### src/rtl/pngse_pkg.sv
package pngse_pkg;

   localparam int DEFAULT_MAX_SIDE = 8192;
   localparam int QUEUE_DEPTH = 4;
   localparam int QPTR_W = $clog2(QUEUE_DEPTH);
   localparam int QCNT_W = $clog2(QUEUE_DEPTH + 1);

   localparam logic [31:0] CRC_POLY = 32'hedb88320;
   localparam logic [31:0] CRC_INIT = 32'hffffffff;
   localparam logic [16:0] ADLER_MOD = 17'd65521;
   localparam logic [16:0] BLOCK_MAX = 17'd65535;

   typedef struct packed {
      logic [7:0] data_byte;
      logic       first;
      logic       filter;
      logic       last;
   } item_type;

   function automatic logic [31:0] crc_byte(input logic [31:0] crc, input logic [7:0] b);
      logic [31:0] c;
      c = crc ^ {24'd0, b};
      for (int k = 0; k < 8; k++) begin
         c = c[0] ? (CRC_POLY ^ (c >> 1)) : (c >> 1);
      end
      return c;
   endfunction

   function automatic logic [7:0] be_byte(input logic [31:0] word, input logic [1:0] k);
      logic [7:0] b;
      case (k)
         2'd0: b = word[31:24];
         2'd1: b = word[23:16];
         2'd2: b = word[15:8];
         default: b = word[7:0];
      endcase
      return b;
   endfunction

   function automatic logic [7:0] head_byte(input logic [5:0] idx);
      logic [7:0] b;
      case (idx)
         6'd0: b = 8'h89;
         6'd1: b = 8'h50;
         6'd2: b = 8'h4e;
         6'd3: b = 8'h47;
         6'd4: b = 8'h0d;
         6'd5: b = 8'h0a;
         6'd6: b = 8'h1a;
         6'd7: b = 8'h0a;
         6'd11: b = 8'h0d;
         6'd12: b = 8'h49;
         6'd13: b = 8'h48;
         6'd14: b = 8'h44;
         6'd15: b = 8'h52;
         6'd24: b = 8'h08;
         6'd25: b = 8'h02;
         6'd37: b = 8'h49;
         6'd38: b = 8'h44;
         6'd39: b = 8'h41;
         6'd40: b = 8'h54;
         6'd41: b = 8'h78;
         6'd42: b = 8'h01;
         default: b = 8'h00;
      endcase
      return b;
   endfunction

   function automatic logic [7:0] tail_byte(input logic [5:0] idx);
      logic [7:0] b;
      case (idx)
         6'd12: b = 8'h49;
         6'd13: b = 8'h45;
         6'd14: b = 8'h4e;
         6'd15: b = 8'h44;
         6'd16: b = 8'hae;
         6'd17: b = 8'h42;
         6'd18: b = 8'h60;
         6'd19: b = 8'h82;
         default: b = 8'h00;
      endcase
      return b;
   endfunction

endpackage

### src/rtl/png_rgb8_stored_encoder.sv
// The first output byte of a transaction is registered after the accepted byte passes a
// queue slot and the sequencer state. One output byte per cycle goes out unless rsp_ready
// stalls it; a row start adds a filter byte, a stored block boundary a block header, a
// file's first byte the PNG headers and its last byte the trailer; a four-entry queue
// decouples input from output. Reset is synchronous and active high; it returns the
// block to the start of a file with both image dimensions set to one.
module png_rgb8_stored_encoder #(
   parameter int MAX_SIDE = pngse_pkg::DEFAULT_MAX_SIDE
) (
   input  logic        clock,
   input  logic        reset,
   input  logic        csr_psel,
   input  logic        csr_penable,
   input  logic        csr_pwrite,
   input  logic [2:0]  csr_paddr,
   input  logic [31:0] csr_pwdata,
   output logic [31:0] csr_prdata,
   output logic        csr_pready,
   input  logic        req_valid,
   output logic        req_ready,
   input  logic [7:0]  req_data_byte,
   output logic        rsp_valid,
   input  logic        rsp_ready,
   output logic [7:0]  rsp_out_byte,
   output logic        rsp_run_last,
   output logic        rsp_file_last
);
   import pngse_pkg::*;

   localparam int SIDE_W = $clog2(MAX_SIDE + 1);

   item_type          push_item, pop_item;
   logic              push_valid, push_ready, pop_valid, pop_ready;
   logic [SIDE_W-1:0] width, height;

   pngse_front #(.MAX_SIDE(MAX_SIDE)) u_front (
      .clock(clock),
      .reset(reset),
      .csr_psel(csr_psel),
      .csr_penable(csr_penable),
      .csr_pwrite(csr_pwrite),
      .csr_paddr(csr_paddr),
      .csr_pwdata(csr_pwdata),
      .csr_prdata(csr_prdata),
      .csr_pready(csr_pready),
      .req_valid(req_valid),
      .req_ready(req_ready),
      .req_data_byte(req_data_byte),
      .push_item(push_item),
      .push_valid(push_valid),
      .push_ready(push_ready),
      .width(width),
      .height(height)
   );

   pngse_queue u_queue (
      .clock(clock),
      .reset(reset),
      .push_item(push_item),
      .push_valid(push_valid),
      .push_ready(push_ready),
      .pop_item(pop_item),
      .pop_valid(pop_valid),
      .pop_ready(pop_ready)
   );

   pngse_back #(.MAX_SIDE(MAX_SIDE)) u_back (
      .clock(clock),
      .reset(reset),
      .width(width),
      .height(height),
      .pop_item(pop_item),
      .pop_valid(pop_valid),
      .pop_ready(pop_ready),
      .rsp_valid(rsp_valid),
      .rsp_ready(rsp_ready),
      .rsp_out_byte(rsp_out_byte),
      .rsp_run_last(rsp_run_last),
      .rsp_file_last(rsp_file_last)
   );

endmodule

### src/rtl/pngse_front.sv
module pngse_front #(
   parameter int MAX_SIDE = pngse_pkg::DEFAULT_MAX_SIDE
) (
   input  logic                             clock,
   input  logic                             reset,
   input  logic                             csr_psel,
   input  logic                             csr_penable,
   input  logic                             csr_pwrite,
   input  logic [2:0]                       csr_paddr,
   input  logic [31:0]                      csr_pwdata,
   output logic [31:0]                      csr_prdata,
   output logic                             csr_pready,
   input  logic                             req_valid,
   output logic                             req_ready,
   input  logic [7:0]                       req_data_byte,
   output pngse_pkg::item_type              push_item,
   output logic                             push_valid,
   input  logic                             push_ready,
   output logic [$clog2(MAX_SIDE+1)-1:0]    width,
   output logic [$clog2(MAX_SIDE+1)-1:0]    height
);
   import pngse_pkg::*;

   localparam int SIDE_W = $clog2(MAX_SIDE + 1);
   localparam int COL_W = $clog2(3 * MAX_SIDE);
   localparam int ROW_W = (MAX_SIDE > 1) ? $clog2(MAX_SIDE) : 1;
   localparam logic REG_WIDTH = 1'b0;
   localparam logic REG_HEIGHT = 1'b1;

   logic [SIDE_W-1:0] width_ff, width_in, height_ff, height_in, clamped;
   logic [COL_W-1:0]  col_ff, col_in, col_end;
   logic [ROW_W-1:0]  row_ff, row_in, row_end;
   logic              busy_ff, busy_in;
   logic              wr, acc, at_col_end, at_last;

   assign csr_pready = 1'b1;
   assign wr = csr_psel & csr_penable & csr_pwrite & ~busy_ff;
   assign csr_prdata = (csr_paddr[2] == REG_HEIGHT) ? 32'(height_ff) : 32'(width_ff);

   always_comb begin
      if (csr_pwdata[13:0] == 14'd0) begin
         clamped = SIDE_W'(1);
      end else if (32'(csr_pwdata[13:0]) > 32'(MAX_SIDE)) begin
         clamped = SIDE_W'(MAX_SIDE);
      end else begin
         clamped = SIDE_W'(csr_pwdata[13:0]);
      end
   end

   assign width_in = (wr && csr_paddr[2] == REG_WIDTH) ? clamped : width_ff;
   assign height_in = (wr && csr_paddr[2] == REG_HEIGHT) ? clamped : height_ff;

   assign col_end = COL_W'(3 * 32'(width_ff) - 1);
   assign row_end = ROW_W'(32'(height_ff) - 1);
   assign at_col_end = (col_ff == col_end);
   assign at_last = at_col_end && (row_ff == row_end);

   assign req_ready = push_ready;
   assign push_valid = req_valid;
   assign acc = req_valid & push_ready;
   assign push_item.data_byte = req_data_byte;
   assign push_item.first = ~busy_ff;
   assign push_item.filter = (col_ff == '0);
   assign push_item.last = at_last;

   always_comb begin
      col_in = col_ff;
      row_in = row_ff;
      busy_in = busy_ff;
      if (acc) begin
         busy_in = ~at_last;
         if (at_col_end) begin
            col_in = '0;
            row_in = at_last ? '0 : row_ff + ROW_W'(1);
         end else begin
            col_in = col_ff + COL_W'(1);
         end
      end
   end

   always_ff @(posedge clock) begin
      if (reset) begin
         width_ff <= SIDE_W'(1);
         height_ff <= SIDE_W'(1);
         col_ff <= '0;
         row_ff <= '0;
         busy_ff <= 1'b0;
      end else begin
         width_ff <= width_in;
         height_ff <= height_in;
         col_ff <= col_in;
         row_ff <= row_in;
         busy_ff <= busy_in;
      end
   end

   assign width = width_ff;
   assign height = height_ff;

endmodule

### src/rtl/pngse_queue.sv
module pngse_queue (
   input  logic                clock,
   input  logic                reset,
   input  pngse_pkg::item_type push_item,
   input  logic                push_valid,
   output logic                push_ready,
   output pngse_pkg::item_type pop_item,
   output logic                pop_valid,
   input  logic                pop_ready
);
   import pngse_pkg::*;

   item_type           slot_ff [QUEUE_DEPTH];
   logic [QPTR_W-1:0]  wr_ff, wr_in, rd_ff, rd_in;
   logic [QCNT_W-1:0]  cnt_ff, cnt_in;
   logic               push, pop;

   assign push_ready = (cnt_ff != QCNT_W'(QUEUE_DEPTH));
   assign pop_valid = (cnt_ff != '0);
   assign push = push_valid & push_ready;
   assign pop = pop_valid & pop_ready;
   assign pop_item = slot_ff[rd_ff];

   assign wr_in = push ? ((wr_ff == QPTR_W'(QUEUE_DEPTH - 1)) ? '0 : wr_ff + QPTR_W'(1)) : wr_ff;
   assign rd_in = pop ? ((rd_ff == QPTR_W'(QUEUE_DEPTH - 1)) ? '0 : rd_ff + QPTR_W'(1)) : rd_ff;
   assign cnt_in = cnt_ff + QCNT_W'(push) - QCNT_W'(pop);

   always_ff @(posedge clock) begin
      if (push) begin
         slot_ff[wr_ff] <= push_item;
      end
   end

   always_ff @(posedge clock) begin
      if (reset) begin
         wr_ff <= '0;
         rd_ff <= '0;
         cnt_ff <= '0;
      end else begin
         wr_ff <= wr_in;
         rd_ff <= rd_in;
         cnt_ff <= cnt_in;
      end
   end

endmodule

### src/rtl/pngse_back.sv
module pngse_back #(
   parameter int MAX_SIDE = pngse_pkg::DEFAULT_MAX_SIDE
) (
   input  logic                             clock,
   input  logic                             reset,
   input  logic [$clog2(MAX_SIDE+1)-1:0]    width,
   input  logic [$clog2(MAX_SIDE+1)-1:0]    height,
   input  pngse_pkg::item_type              pop_item,
   input  logic                             pop_valid,
   output logic                             pop_ready,
   output logic                             rsp_valid,
   input  logic                             rsp_ready,
   output logic [7:0]                       rsp_out_byte,
   output logic                             rsp_run_last,
   output logic                             rsp_file_last
);
   import pngse_pkg::*;

   localparam int SIDE_W = $clog2(MAX_SIDE + 1);
   localparam int RAW_W = $clog2((3 * MAX_SIDE + 1) * MAX_SIDE + 1);

   localparam logic [1:0] PH_IDLE = 2'd0;
   localparam logic [1:0] PH_HEAD = 2'd1;
   localparam logic [1:0] PH_RAW = 2'd2;
   localparam logic [1:0] PH_TAIL = 2'd3;

   localparam logic [5:0] HI_IHDR_TYPE = 6'd12;
   localparam logic [5:0] HI_WIDTH = 6'd16;
   localparam logic [5:0] HI_HEIGHT = 6'd20;
   localparam logic [5:0] HI_IHDR_END = 6'd28;
   localparam logic [5:0] HI_IHDR_CRC = 6'd29;
   localparam logic [5:0] HI_IDAT_LEN = 6'd33;
   localparam logic [5:0] HI_IDAT_TYPE = 6'd37;
   localparam logic [5:0] HI_END = 6'd42;
   localparam logic [5:0] BI_END = 6'd4;
   localparam logic [5:0] TI_CRC = 6'd4;
   localparam logic [5:0] TI_ZERO = 6'd8;
   localparam logic [5:0] TI_IEND_TYPE = 6'd12;
   localparam logic [5:0] TI_IEND_CRC = 6'd16;
   localparam logic [5:0] TI_END = 6'd19;

   logic [SIDE_W+1:0]   row_bytes;
   logic [2*SIDE_W+1:0] raw_prod;
   logic [RAW_W-1:0]    raw_ff, rawrem_ff, rawrem_in;
   logic [31:0]         raw32, rawrem32, len_ff;
   logic [16:0]         fold, fold_r;
   logic                fold_wrap;
   logic [15:0]         nblk_ff, blk, blkrem_ff, blkrem_in;

   logic [1:0]  phase_ff, phase_in;
   logic [5:0]  hidx_ff, hidx_in;
   item_type    cur_ff, cur_in;
   logic        filt_ff, filt_in;
   logic [31:0] crc_ff, crc_in, crc_base;
   logic [15:0] low_ff, low_in, high_ff, high_in;
   logic [16:0] low_s, high_s;
   logic [15:0] low_n, high_n;

   logic        adv, fire, use_crc, restart, item_done, eof;
   logic [7:0]  out_b;
   logic        rsp_valid_ff;
   logic [7:0]  rsp_out_byte_ff;
   logic        rsp_run_last_ff, rsp_file_last_ff;

   assign row_bytes = (SIDE_W+2)'({width, 1'b0}) + (SIDE_W+2)'(width) + (SIDE_W+2)'(1);
   assign raw_prod = (2*SIDE_W+2)'(row_bytes) * (2*SIDE_W+2)'(height);

   assign raw32 = 32'(raw_ff);
   assign fold = 17'(raw32[31:16]) + 17'(raw32[15:0]);
   assign fold_wrap = (fold >= BLOCK_MAX);
   assign fold_r = fold_wrap ? fold - BLOCK_MAX : fold;

   always_ff @(posedge clock) begin
      raw_ff <= RAW_W'(raw_prod);
      nblk_ff <= raw32[31:16] + 16'(fold_wrap) + 16'(fold_r != 17'd0);
      len_ff <= raw32 + 32'({nblk_ff, 2'b00}) + 32'(nblk_ff) + 32'd6;
   end

   assign rawrem32 = 32'(rawrem_ff);
   assign blk = (rawrem32 > 32'(BLOCK_MAX)) ? 16'hffff : rawrem32[15:0];

   assign low_s = {1'b0, low_ff} + 17'(out_b);
   assign low_n = (low_s >= ADLER_MOD) ? 16'(low_s - ADLER_MOD) : low_s[15:0];
   assign high_s = {1'b0, high_ff} + {1'b0, low_n};
   assign high_n = (high_s >= ADLER_MOD) ? 16'(high_s - ADLER_MOD) : high_s[15:0];

   assign adv = ~rsp_valid_ff | rsp_ready;
   assign fire = adv && (phase_ff != PH_IDLE);

   always_comb begin
      out_b = 8'h00;
      use_crc = 1'b0;
      restart = 1'b0;
      item_done = 1'b0;
      eof = 1'b0;
      pop_ready = 1'b0;
      phase_in = phase_ff;
      hidx_in = hidx_ff;
      cur_in = cur_ff;
      filt_in = filt_ff;
      rawrem_in = rawrem_ff;
      blkrem_in = blkrem_ff;
      low_in = low_ff;
      high_in = high_ff;
      case (phase_ff)
         PH_HEAD: begin
            if (hidx_ff >= HI_WIDTH && hidx_ff < HI_HEIGHT) begin
               out_b = be_byte(32'(width), 2'(hidx_ff - HI_WIDTH));
            end else if (hidx_ff >= HI_HEIGHT && hidx_ff < HI_HEIGHT + 6'd4) begin
               out_b = be_byte(32'(height), 2'(hidx_ff - HI_HEIGHT));
            end else if (hidx_ff >= HI_IHDR_CRC && hidx_ff < HI_IDAT_LEN) begin
               out_b = be_byte(~crc_ff, 2'(hidx_ff - HI_IHDR_CRC));
            end else if (hidx_ff >= HI_IDAT_LEN && hidx_ff < HI_IDAT_TYPE) begin
               out_b = be_byte(len_ff, 2'(hidx_ff - HI_IDAT_LEN));
            end else begin
               out_b = head_byte(hidx_ff);
            end
            use_crc = (hidx_ff >= HI_IHDR_TYPE && hidx_ff <= HI_IHDR_END) ||
                      (hidx_ff >= HI_IDAT_TYPE);
            restart = (hidx_ff == HI_IHDR_TYPE) || (hidx_ff == HI_IDAT_TYPE);
            if (fire) begin
               if (hidx_ff == HI_END) begin
                  phase_in = PH_RAW;
                  hidx_in = '0;
                  rawrem_in = raw_ff;
                  blkrem_in = '0;
                  low_in = 16'd1;
                  high_in = 16'd0;
               end else begin
                  hidx_in = hidx_ff + 6'd1;
               end
            end
         end
         PH_RAW: begin
            use_crc = 1'b1;
            if (blkrem_ff == '0) begin
               case (hidx_ff[2:0])
                  3'd0: out_b = {7'd0, rawrem32 <= 32'(BLOCK_MAX)};
                  3'd1: out_b = blk[7:0];
                  3'd2: out_b = blk[15:8];
                  3'd3: out_b = ~blk[7:0];
                  default: out_b = ~blk[15:8];
               endcase
               if (fire) begin
                  if (hidx_ff == BI_END) begin
                     hidx_in = '0;
                     blkrem_in = blk;
                  end else begin
                     hidx_in = hidx_ff + 6'd1;
                  end
               end
            end else begin
               out_b = filt_ff ? 8'h00 : cur_ff.data_byte;
               if (fire) begin
                  low_in = low_n;
                  high_in = high_n;
                  blkrem_in = blkrem_ff - 16'd1;
                  rawrem_in = rawrem_ff - RAW_W'(1);
                  if (filt_ff) begin
                     filt_in = 1'b0;
                  end else if (cur_ff.last) begin
                     phase_in = PH_TAIL;
                     hidx_in = '0;
                  end else begin
                     item_done = 1'b1;
                  end
               end
            end
         end
         PH_TAIL: begin
            if (hidx_ff < TI_CRC) begin
               out_b = be_byte({high_ff, low_ff}, hidx_ff[1:0]);
            end else if (hidx_ff < TI_ZERO) begin
               out_b = be_byte(~crc_ff, hidx_ff[1:0]);
            end else begin
               out_b = tail_byte(hidx_ff);
            end
            use_crc = (hidx_ff < TI_CRC) ||
                      (hidx_ff >= TI_IEND_TYPE && hidx_ff < TI_IEND_CRC);
            restart = (hidx_ff == TI_IEND_TYPE);
            if (fire) begin
               if (hidx_ff == TI_END) begin
                  item_done = 1'b1;
                  eof = 1'b1;
               end else begin
                  hidx_in = hidx_ff + 6'd1;
               end
            end
         end
         default: begin
         end
      endcase
      if (phase_ff == PH_IDLE || item_done) begin
         if (pop_valid) begin
            pop_ready = 1'b1;
            cur_in = pop_item;
            filt_in = pop_item.filter;
            phase_in = pop_item.first ? PH_HEAD : PH_RAW;
            hidx_in = '0;
         end else begin
            phase_in = PH_IDLE;
         end
      end
   end

   assign crc_base = restart ? CRC_INIT : crc_ff;
   assign crc_in = (fire && use_crc) ? crc_byte(crc_base, out_b) : crc_ff;

   always_ff @(posedge clock) begin
      if (reset) begin
         phase_ff <= PH_IDLE;
         hidx_ff <= '0;
         filt_ff <= 1'b0;
         rawrem_ff <= '0;
         blkrem_ff <= '0;
         crc_ff <= CRC_INIT;
         low_ff <= 16'd1;
         high_ff <= 16'd0;
         rsp_valid_ff <= 1'b0;
      end else begin
         phase_ff <= phase_in;
         hidx_ff <= hidx_in;
         filt_ff <= filt_in;
         rawrem_ff <= rawrem_in;
         blkrem_ff <= blkrem_in;
         crc_ff <= crc_in;
         low_ff <= low_in;
         high_ff <= high_in;
         if (adv) begin
            rsp_valid_ff <= fire;
         end
      end
   end

   always_ff @(posedge clock) begin
      cur_ff <= cur_in;
      if (fire) begin
         rsp_out_byte_ff <= out_b;
         rsp_run_last_ff <= item_done;
         rsp_file_last_ff <= eof;
      end
   end

   assign rsp_valid = rsp_valid_ff;
   assign rsp_out_byte = rsp_out_byte_ff;
   assign rsp_run_last = rsp_run_last_ff;
   assign rsp_file_last = rsp_file_last_ff;

`ifndef SYNTHESIS
   a_file_last_ends_run: assert property (@(posedge clock) disable iff (reset)
      rsp_valid_ff && rsp_file_last_ff |-> rsp_run_last_ff)
      else $error("File end is not the end of a transaction.");
   a_block_within_raw: assert property (@(posedge clock) disable iff (reset)
      32'(blkrem_ff) <= rawrem32)
      else $error("Stored block runs past the image data.");
   a_tail_after_data: assert property (@(posedge clock) disable iff (reset)
      phase_ff == PH_TAIL |-> rawrem_ff == '0)
      else $error("Trailer started before all image data went out.");
   a_tail_marks_end: assert property (@(posedge clock) disable iff (reset)
      fire && phase_ff == PH_TAIL && hidx_ff == TI_END |=> rsp_valid_ff && rsp_file_last_ff)
      else $error("Final IEND byte is not marked.");
`endif

endmodule
### config.mk
export PLATFORM = sky130hd
export DESIGN_NAME = png_rgb8_stored_encoder
export DESIGN_NICKNAME = d
export VERILOG_FILES = /design/src/rtl/pngse_pkg.sv /design/src/rtl/png_rgb8_stored_encoder.sv /design/src/rtl/pngse_front.sv /design/src/rtl/pngse_queue.sv /design/src/rtl/pngse_back.sv
export SDC_FILE = /design/constraint.sdc
export NUM_CORES = 2
export LEC_CHECK = 0
export BUFFER_PORTS_ARGS = -buffer_cell sky130_fd_sc_hd__buf_2
export CORE_MARGIN = 4
export CORE_UTILIZATION = 40
export DETAILED_ROUTE_END_ITERATION = 8
export REMOVE_ABC_BUFFERS = 1
export SYNTH_ARGS = -nofsm -noshare
export SYNTH_HDL_FRONTEND = slang
export SYNTH_SLANG_ARGS = --single-unit
### constraint.sdc
create_clock -name clock -period 15.5 [get_ports clock]
set_input_delay 0.775 -clock clock [delete_from_list [all_inputs] [get_ports clock]]
set_output_delay 0.775 -clock clock [all_outputs]
set_load 0.05 [all_outputs]
# --- Yosys cells after proc, flatten, opt, wreduce, memory -nomap -nowiden ---
# Memories as Yosys holds them, arrays and structs flattened. A register that Yosys moved wholly into a read port is not among the register bits.
# Cells that the tools add are included.
classes:
  n_reduce_logical: 37
  n_addsub: 28
  magnitude_cmp: 20
  bitwise: 22
  mul: 2
  mux: 102
  eq_ne: 37
op_table:
  columns: ["operator", "n"]
  rows:
  - ["2-to-1 mux 32 bit", 9]
  - ["2-to-1 mux 16 bit", 15]
  - ["one-hot mux 8 bit (3 select lines)", 5]
  - ["2-to-1 mux 28 bit", 4]
  - ["inverter 13 -> 14 bit", 8]
  - ["one-hot mux 16 bit (2 select lines)", 3]
  - ["2-to-1 mux 6 bit", 13]
  - ["2-to-1 mux 8 bit", 9]
  - ["one-hot mux 28 bit (2 select lines)", 1]
  - [">= comparator 17 x 16 -> 1 bit (second input constant)", 3]
  - ["2-to-1 mux 14 bit", 3]
  - ["adder 32 x 16 -> 32 bit", 1]
  - ["adder 32 x 3 -> 32 bit (second input constant)", 1]
  - ["inverter 32 bit", 1]
  - ["one-hot mux 8 bit (2 select lines)", 2]
  - ["one-hot mux 8 bit (4 select lines)", 1]
  - ["subtractor 16 bit (second input constant)", 2]
  - ["bitwise XOR 32 x 8 -> 32 bit", 1]
  - ["adder 28 x 18 -> 29 bit", 1]
  - ["> comparator 28 x 16 -> 1 bit (second input constant)", 1]
  - ["<= comparator 28 x 16 -> 1 bit (second input constant)", 1]
  - ["multiplier 16 x 14 -> 28 bit", 1]
  - ["subtractor 28 x 1 -> 28 bit (second input constant)", 1]
  - ["2-to-1 mux 2 bit", 13]
  - ["other kinds (69)", 148]
totals:
  ff_bits: 277
  n_memories: 3
  romBits: 736
  mem_bits_rw: 44
mem_list:
  columns: ["memory", "depth", "word_bits", "rd", "rd_ports_with_merged_regs", "write_ports", "line_no", "text"]
  rows:
  - ["(no name shown)", 64, 8, 1, 1, 0, "pngse_pkg.sv:42", "case (idx)"]
  - ["(no name shown)", 32, 7, 1, 1, 0, "pngse_pkg.sv:71", "case (idx)"]
  - ["u_queue.slot_ff", 4, 11, 1, 1, 1, "pngse_queue.sv:13", "item_type slot_ff [QUEUE_DEPTH];"]

# --- Logic depth before layout (Yosys ltp) ---
depth:
  ltp_word: 25
  ltp_mapped: 37
  ltp_nobuf: 32

# --- By module ---
# Synthesis repeated with hierarchy kept, for this count alone.
unflattened:
  cells_unflattened: 3603
  hier_area_um2: 30265.3
by_module_without_submodules:
  columns: ["mod", "seq_area_each_um2", "instances", "cells_each", "area_per_inst_um2"]
  rows:
  - ["pngse_back", 4634.4, 1, 2871, 23547.6]
  - ["pngse_front", 1141.1, 1, 626, 4652.0]
  - ["pngse_queue", 1501.4, 1, 106, 2065.7]

# --- Worst setup path after synthesis ---
# No wires, ideal clock.
synth_path:
  path_type: "register to register"
  from: "register u_front.width_ff[0], in the netlist u_front.width[0]"
  to: "register u_back.raw_ff[26]"
  path_buffers: 3
  required_time_ns: 15.428
  stages_incl_launch_ff: 34
  setup_slack_ns: 7.444
  t_arrival_ns: 7.984
  path_cell_list: "dfxtp_1 -> clkbuf_1 -> inv_1 -> ha_1 -> a21o_1 -> a21oi_1 -> o21ai_0 -> a21oi_1 -> o21ai_0 -> a21oi_1 -> o21bai_1 -> a2111o_1 -> a2111oi_0 -> nor3_1 -> clkbuf_1 -> nand2_1 -> fa_1 -> inv_1 -> fa_1 -> fa_1 -> inv_1 -> fa_1 -> inv_1 -> fa_1 -> fa_1 -> ha_1 -> buf_1 -> nand3_1 -> nand2_1 -> a41oi_1 -> a31oi_1 -> a41o_1 -> o41ai_1 -> xnor2_1"
synth_between:
  elab_chain_len: 3
synth_rtl:
  columns: ["element", "line_no", "text"]
  rows:
  - ["start, declared", "pngse_front.sv:30", "logic [SIDE_W-1:0] width_ff, width_in, height_ff, height_in, clamped;"]
  - ["start signal, assigned", "pngse_front.sv:89", "width_ff <= width_in;"]
  - ["adder 15 x 14 -> 16 bit", "pngse_back.sv:65", "assign row_bytes = (SIDE_W+2)'({width, 1'b0}) + (SIDE_W+2)'(width) + (SIDE_W+2)'(1);"]
  - ["adder 16 x 1 -> 16 bit", "pngse_back.sv:65", null]
  - ["multiplier 16 x 14 -> 28 bit", "pngse_back.sv:66", "assign raw_prod = (2*SIDE_W+2)'(row_bytes) * (2*SIDE_W+2)'(height);"]
  - ["via u_back.raw_prod[26]", "pngse_back.sv:43", "logic [2*SIDE_W+1:0] raw_prod;"]
  - ["end signal, assigned", "pngse_back.sv:74", "raw_ff <= RAW_W'(raw_prod);"]
  - ["end, declared", "pngse_back.sv:44", "logic [RAW_W-1:0] raw_ff, rawrem_ff, rawrem_in;"]
# The timed path passes the listed nets, and every way through them passes these cells.
# A chain may end at the register's enable or synchronous reset.

# --- Worst setup path in the final report ---
layout_path:
  from: "register u_back.hidx_ff[0]"
  to: "register u_back.high_ff[2]"
layout_between:
  elab_chain_len: 17
  word_cells_on_any_way: 68
  classes_between: "add/sub: 8; order compare: 12; eq/ne: 15; mux: 20; reduce/logical: 13"
layout_rtl:
  columns: ["element", "line_no", "text"]
  rows:
  - ["start, declared", "pngse_back.sv:51", "logic [5:0] hidx_ff, hidx_in;"]
  - ["start signal, assigned", "pngse_back.sv:222", "hidx_ff <= hidx_in;"]
  - ["subtractor 2 x 1 -> 2 bit", "pngse_back.sv:112, pngse_back.sv:114", null]
  - ["== test 2 bit, or another cell as far along", "pngse_pkg.sv:31", "case (k)"]
  - ["one-hot mux 8 bit (3 select lines)", "pngse_pkg.sv:31", null]
  - ["2-to-1 mux 8 bit", "pngse_back.sv:113", "end else if (hidx_ff >= HI_IDAT_LEN && hidx_ff < HI_IDAT_TYPE) begin"]
  - ["2-to-1 mux 8 bit", "pngse_back.sv:111", "end else if (hidx_ff >= HI_IHDR_CRC && hidx_ff < HI_IDAT_LEN) begin"]
  - ["2-to-1 mux 8 bit", "pngse_back.sv:109", "end else if (hidx_ff >= HI_HEIGHT && hidx_ff < HI_HEIGHT + 6'd4) begin"]
  - ["2-to-1 mux 8 bit", "pngse_back.sv:107", "if (hidx_ff >= HI_WIDTH && hidx_ff < HI_HEIGHT) begin"]
  - ["one-hot mux 8 bit (3 select lines) *", "pngse_back.sv:105", "case (phase_ff)"]
  - ["via u_back.out_b[1]", "pngse_back.sv:60", "logic [7:0] out_b;"]
  - ["[1 not listed]", null, null]
  - ["subtractor 16 bit or >= comparator 17 x 16 -> 1 bit (tied branches)", "pngse_back.sv:83", "assign low_n = (low_s >= ADLER_MOD) ? 16'(low_s - ADLER_MOD) : low_s[15:0];"]
  - ["2-to-1 mux 16 bit *", "pngse_back.sv:83", null]
  - ["adder 16 x 16 -> 17 bit *", "pngse_back.sv:84", "assign high_s = {1'b0, high_ff} + {1'b0, low_n};"]
  - ["subtractor 16 bit or >= comparator 17 x 16 -> 1 bit (tied branches)", "pngse_back.sv:85", "assign high_n = (high_s >= ADLER_MOD) ? 16'(high_s - ADLER_MOD) : high_s[15:0];"]
  - ["2-to-1 mux 16 bit *", "pngse_back.sv:85", null]
  - ["2-to-1 mux 16 bit *", "pngse_back.sv:154", "if (fire) begin"]
  - ["2-to-1 mux 16 bit *", "pngse_back.sv:136", "if (blkrem_ff == '0) begin"]
  - ["one-hot mux 16 bit (2 select lines) *", "pngse_back.sv:105", null]
  - ["end signal, assigned", "pngse_back.sv:228", "high_ff <= high_in;"]
  - ["end, declared", "pngse_back.sv:55", "logic [15:0] low_ff, low_in, high_ff, high_in;"]
# Mark *: on every way through the listed nets, which the timed path passes. The rest lies on a longest branch. The select of a mux whose other input is x is not followed.

==> summary by stage <==
Run status
The run finished with clean final reports.

Final layout
The layout has 7871 filler cells. Compared with the post-synthesis result, the final layout area differs by 8.030%. The post-layout net count is between 4000 and 5000. The share of final-layout standard cells stronger than drive strength 1 is under 10%. After the flow finishes, the layout carries non-filler instances totaling around 4800. Once layout is done, the placed cells without fillers occupy 33720 um^2.

Die
The die span in y is approximately 290 um. For this configuration, the core starts out at a cell density of 40.35%. After floorplanning, the core was sized to cover ~77000 um^2. The number of ports placed on the die boundary is 95. The cell row count is just over 100.

The die covers approximately 83000 um^2. From left edge to right edge, the die measures 287.3 um.

Synth
Among all flip-flop cells after synthesis, the most frequent one is dfxtp_1. Among all cell types in the netlist, the one instantiated most often is nand2_1. The post-synthesis sequential element count is between 300 and 400. The area share of the largest cell type after synthesis is 17.38%. The count of synthesis-stage warnings from yosys is 0. The share of synthesized registers carrying an async set or reset is 0%.

In this run the mean area of a mapped cell was 8.294 um^2. Sequential elements use roughly a quarter of the synthesized area. The number of enable-type register cells in the synthesized netlist is 63. The cell type contributing the most total cell area after synthesis is dfxtp_1. The distinct cell type count of the synthesized netlist is roughly 110. Counting every instance in the synthesized netlist gives ~3800. Sorting the synthesized cells by area gives the leading types as dfxtp_1, fa_1, ha_1. The cell area that synthesis handed to floorplanning was about 31000 um^2. The commonest cells after synthesis are nand2_1, nor2_1, inv_1, dfxtp_1, ha_1.

Routing
The pre-antenna-repair detailed-routing pass consisted of 6 iterations. After detailed routing, the number of vias per cell comes to 5.637. The detailed-routed wire length on met3 is between 6000 and 7000 um. The total vias in the final route is approximately 27000. The top metal layer carrying routed signals is met5.

The routed length on met1 is approximately 41000 um. The count of nets left with antenna violations once routing finished came out at 0. The number of remaining DRC errors is 0. In the detailed route, the total length drawn on met2 is 41100 um. The total wire length is a little over 90000 um.

The number of DRC violations after detailed-routing iteration 0 is approximately 2200. After detailed routing, the average wire length per cell comes to roughly 19 um.

GRT
The initial antenna violation count is 3. Entering global routing, the biggest net connects 75 pins. The wire length of the first global-routing pass is roughly 140000 um. Global routing consumed, over all layers together, 21.74% of the routing resources. The global-route congestion overflow total is 0.

The number of global-route vias before repair is 26000.

Clock network
In this run, post-CTS repair resized a total of 0 instances. The count of buffers added by post-CTS timing repair for setup is 0. The root buffer cell chosen for the clock tree is clkbuf_16. The clock latency reported for the late side of the worst-skew pair is 0.57 ns. TritonCTS created 41 clock buffers.

The number of sinks on the clock net is 334. The post-CTS clock slew at the launch and capture registers of the worst setup and hold paths is roughly 0.06 ns. No sink is reached through more buffers than the 3 on the longest clock path. TritonCTS built the clock tree. The maximum level of the CTS H-tree is 2. The number of hold buffers added after CTS was 0.

STA
The number of hold violations in the final report is 0. In this run the tightest slew margin relative to its limit is 18.26%. Setup repair after global routing left no endpoint under its margin. In the finished design, the share of the clock period the worst path needs comes to roughly two thirds. Setup violations remaining at the end of the flow were counted as 0. The number of pins exceeding their max-slew limit in the final report is 0. The transition at the pin with the smallest max-transition slack is between 1 and 1.5 ns.

After routing, the total negative slack on setup checks comes to 0 ns. The maximum clock rate is 95.61 MHz. The worst clock skew on the final layout is around 0.023 ns. The setup slack of the critical path after layout is ~5.0 ns. The smallest clock period supported by the final layout is computed as ~10 ns.

Place
The number of placed instances, taps included is ~4700. In this run the cell area measured after placement is roughly 32000 um^2. Summed over all nets, the half-perimeter wirelength after detailed placement is between 60000 and 70000 um. The number of buffers added on ports is 55.

The routability congestion estimate from global placement is just over 0.9. The worst setup slack after placement is about 5.3 ns.

Worst setup path
In this run the register-to-register setup slack is ~5 ns. The capture point of the worst reg-to-reg path is u_back.high_ff[2]. The largest fanout of any net on the critical path is 23. The worst register-to-register path has a depth of 32. STA classifies the critical path endpoint as a register.

In this design, the stage delay of the slowest critical-path cell is roughly 0.67 ns. The cell type of the slowest stage on the worst timing path is a2111oi_1. The worst setup path is of the register to register kind. STA classifies the critical path startpoint as a register.

The critical register-to-register path startpoint is u_back.hidx_ff[0]. The arrival time at the worst endpoint is ~11 ns. The required time of the critical path is 15.90 ns.

Hold path
For hold timing, the worst endpoint is u_queue.slot_ff[3][10]. The path class of the tightest hold or removal check is primary input to register. Counting instances, the worst hold path has a depth of 1. The critical hold path startpoint is req_data_byte[7].

Pwr
Total power for the finished layout comes to ~3.9 mW. The static leakage is roughly 14 nW. IR analysis of the VDD net gives a maximum drop of ~0.085 mV. Power spread over the standard cell area amounts to about 110 nW/um^2.

Job
The tool flagged a number of max-cap violations equal to 0.
[worst max path at each step]
stage,start,to,slack [ns],cells past startpoint
final,u_back.hidx_ff[0],u_back.high_ff[2],5.04,32
after global routing,u_back.hidx_ff[0],u_back.high_ff[2],4.26,32
after global placement,u_back.hidx_ff[0],u_back.high_ff[8],5.37,32
after CTS,u_back.hidx_ff[0],u_back.high_ff[2],5.26,32
after detailed placement,u_back.hidx_ff[0],u_back.high_ff[2],5.30,31
after floorplan,u_back.phase_ff[0],u_back.high_ff[8],6.34,30
[final cells by class]
class	instances	area [um^2]	area share, %
clock inverters	20	195.2	0.5789
diodes	2	5.005	0.01484
well taps	1040	1301	3.859
repair buffers	99	608.1	1.804
multi-input cells	2925	21960	65.13
clock buffers	55	1151	3.414
inverters	314	1179	3.496
flip-flops and latches	334	7318	21.71
[metrics by stage]
stage,util [%],hold slack [ns]
5_1_grt,43.59,0.4178
2_1_floorplan,-,0.4423
3_3_place_gp,41.85,0.4607
6_report,43.60,0.4325
4_1_cts,43.59,0.4084
3_5_place_dp,41.85,0.4631
[per-layer routing]
layer	global-route usage [%]	up-vias
li1	-	13040
met1	29.57	12990
met2	34.89	802
met3	4.036	169
met4	7.127	2
met5	0	-
[cells in the final DEF (no fill, tap or decap), types with 63 or more instances in the layout]
master,count
and2_1,85
nor3_1,74
edfxtp_1,63
nand3_1,77
xnor2_1,170
inv_1,307
o21ai_0,153
dfxtp_1,270
fa_1,171
nor2_1,322
ha_1,240
nand2_1,393
a21oi_1,230
xor2_1,88
[report_power, final]
group | internal [mW] | switching, mW
clock network | 0.574 | 0.403
registers | 1.02 | 0.141
logic | 0.609 | 1.11
[cell families after synthesis]
kind of cell    after synthesis  share of synthesized area [%]
simple gates               1314                          20.73
compound gates              864                          18.53
buf+inv                     523                          6.615
fa+ha+maj                   414                          20.71
flops                       334                          23.44
xor+xnor                    275                          8.267
mux                          37                          1.680
other cells                   2                        0.02406
[worst max-delay path, delay by kind of cell (launching register included)]
family                     cells  cell delay [ns]
AOI/OAI and AO/OA             14             5.29
buffers and inverters          3             0.62
and+or+nand+nor               10             2.06
DFF                            1             0.50
xor gates and xnor gates       1             0.29
adders and majority gates      3             1.25
muxes                          1             0.24
[state kept, by name, indices dropped and copies added (netlist names), 3 cells and up, named ones only]
name and cells:
u_back.raw_ff 28, u_front.width 14, u_back.hidx_ff 6, u_back.len_ff 30
u_back.low_ff 16, u_back.rawrem_ff 28, u_queue.slot_ff 44, u_back.nblk_ff 14
u_front.height 14, u_back.high_ff 16, u_front.row_ff 13, u_back.cur_ff 9
u_front.col_ff 15, u_back.blkrem_ff 16, u_back.crc_ff 32, u_queue.cnt_ff 3
u_back.rsp_out_byte 8
Power figures use the tool's default switching activity.
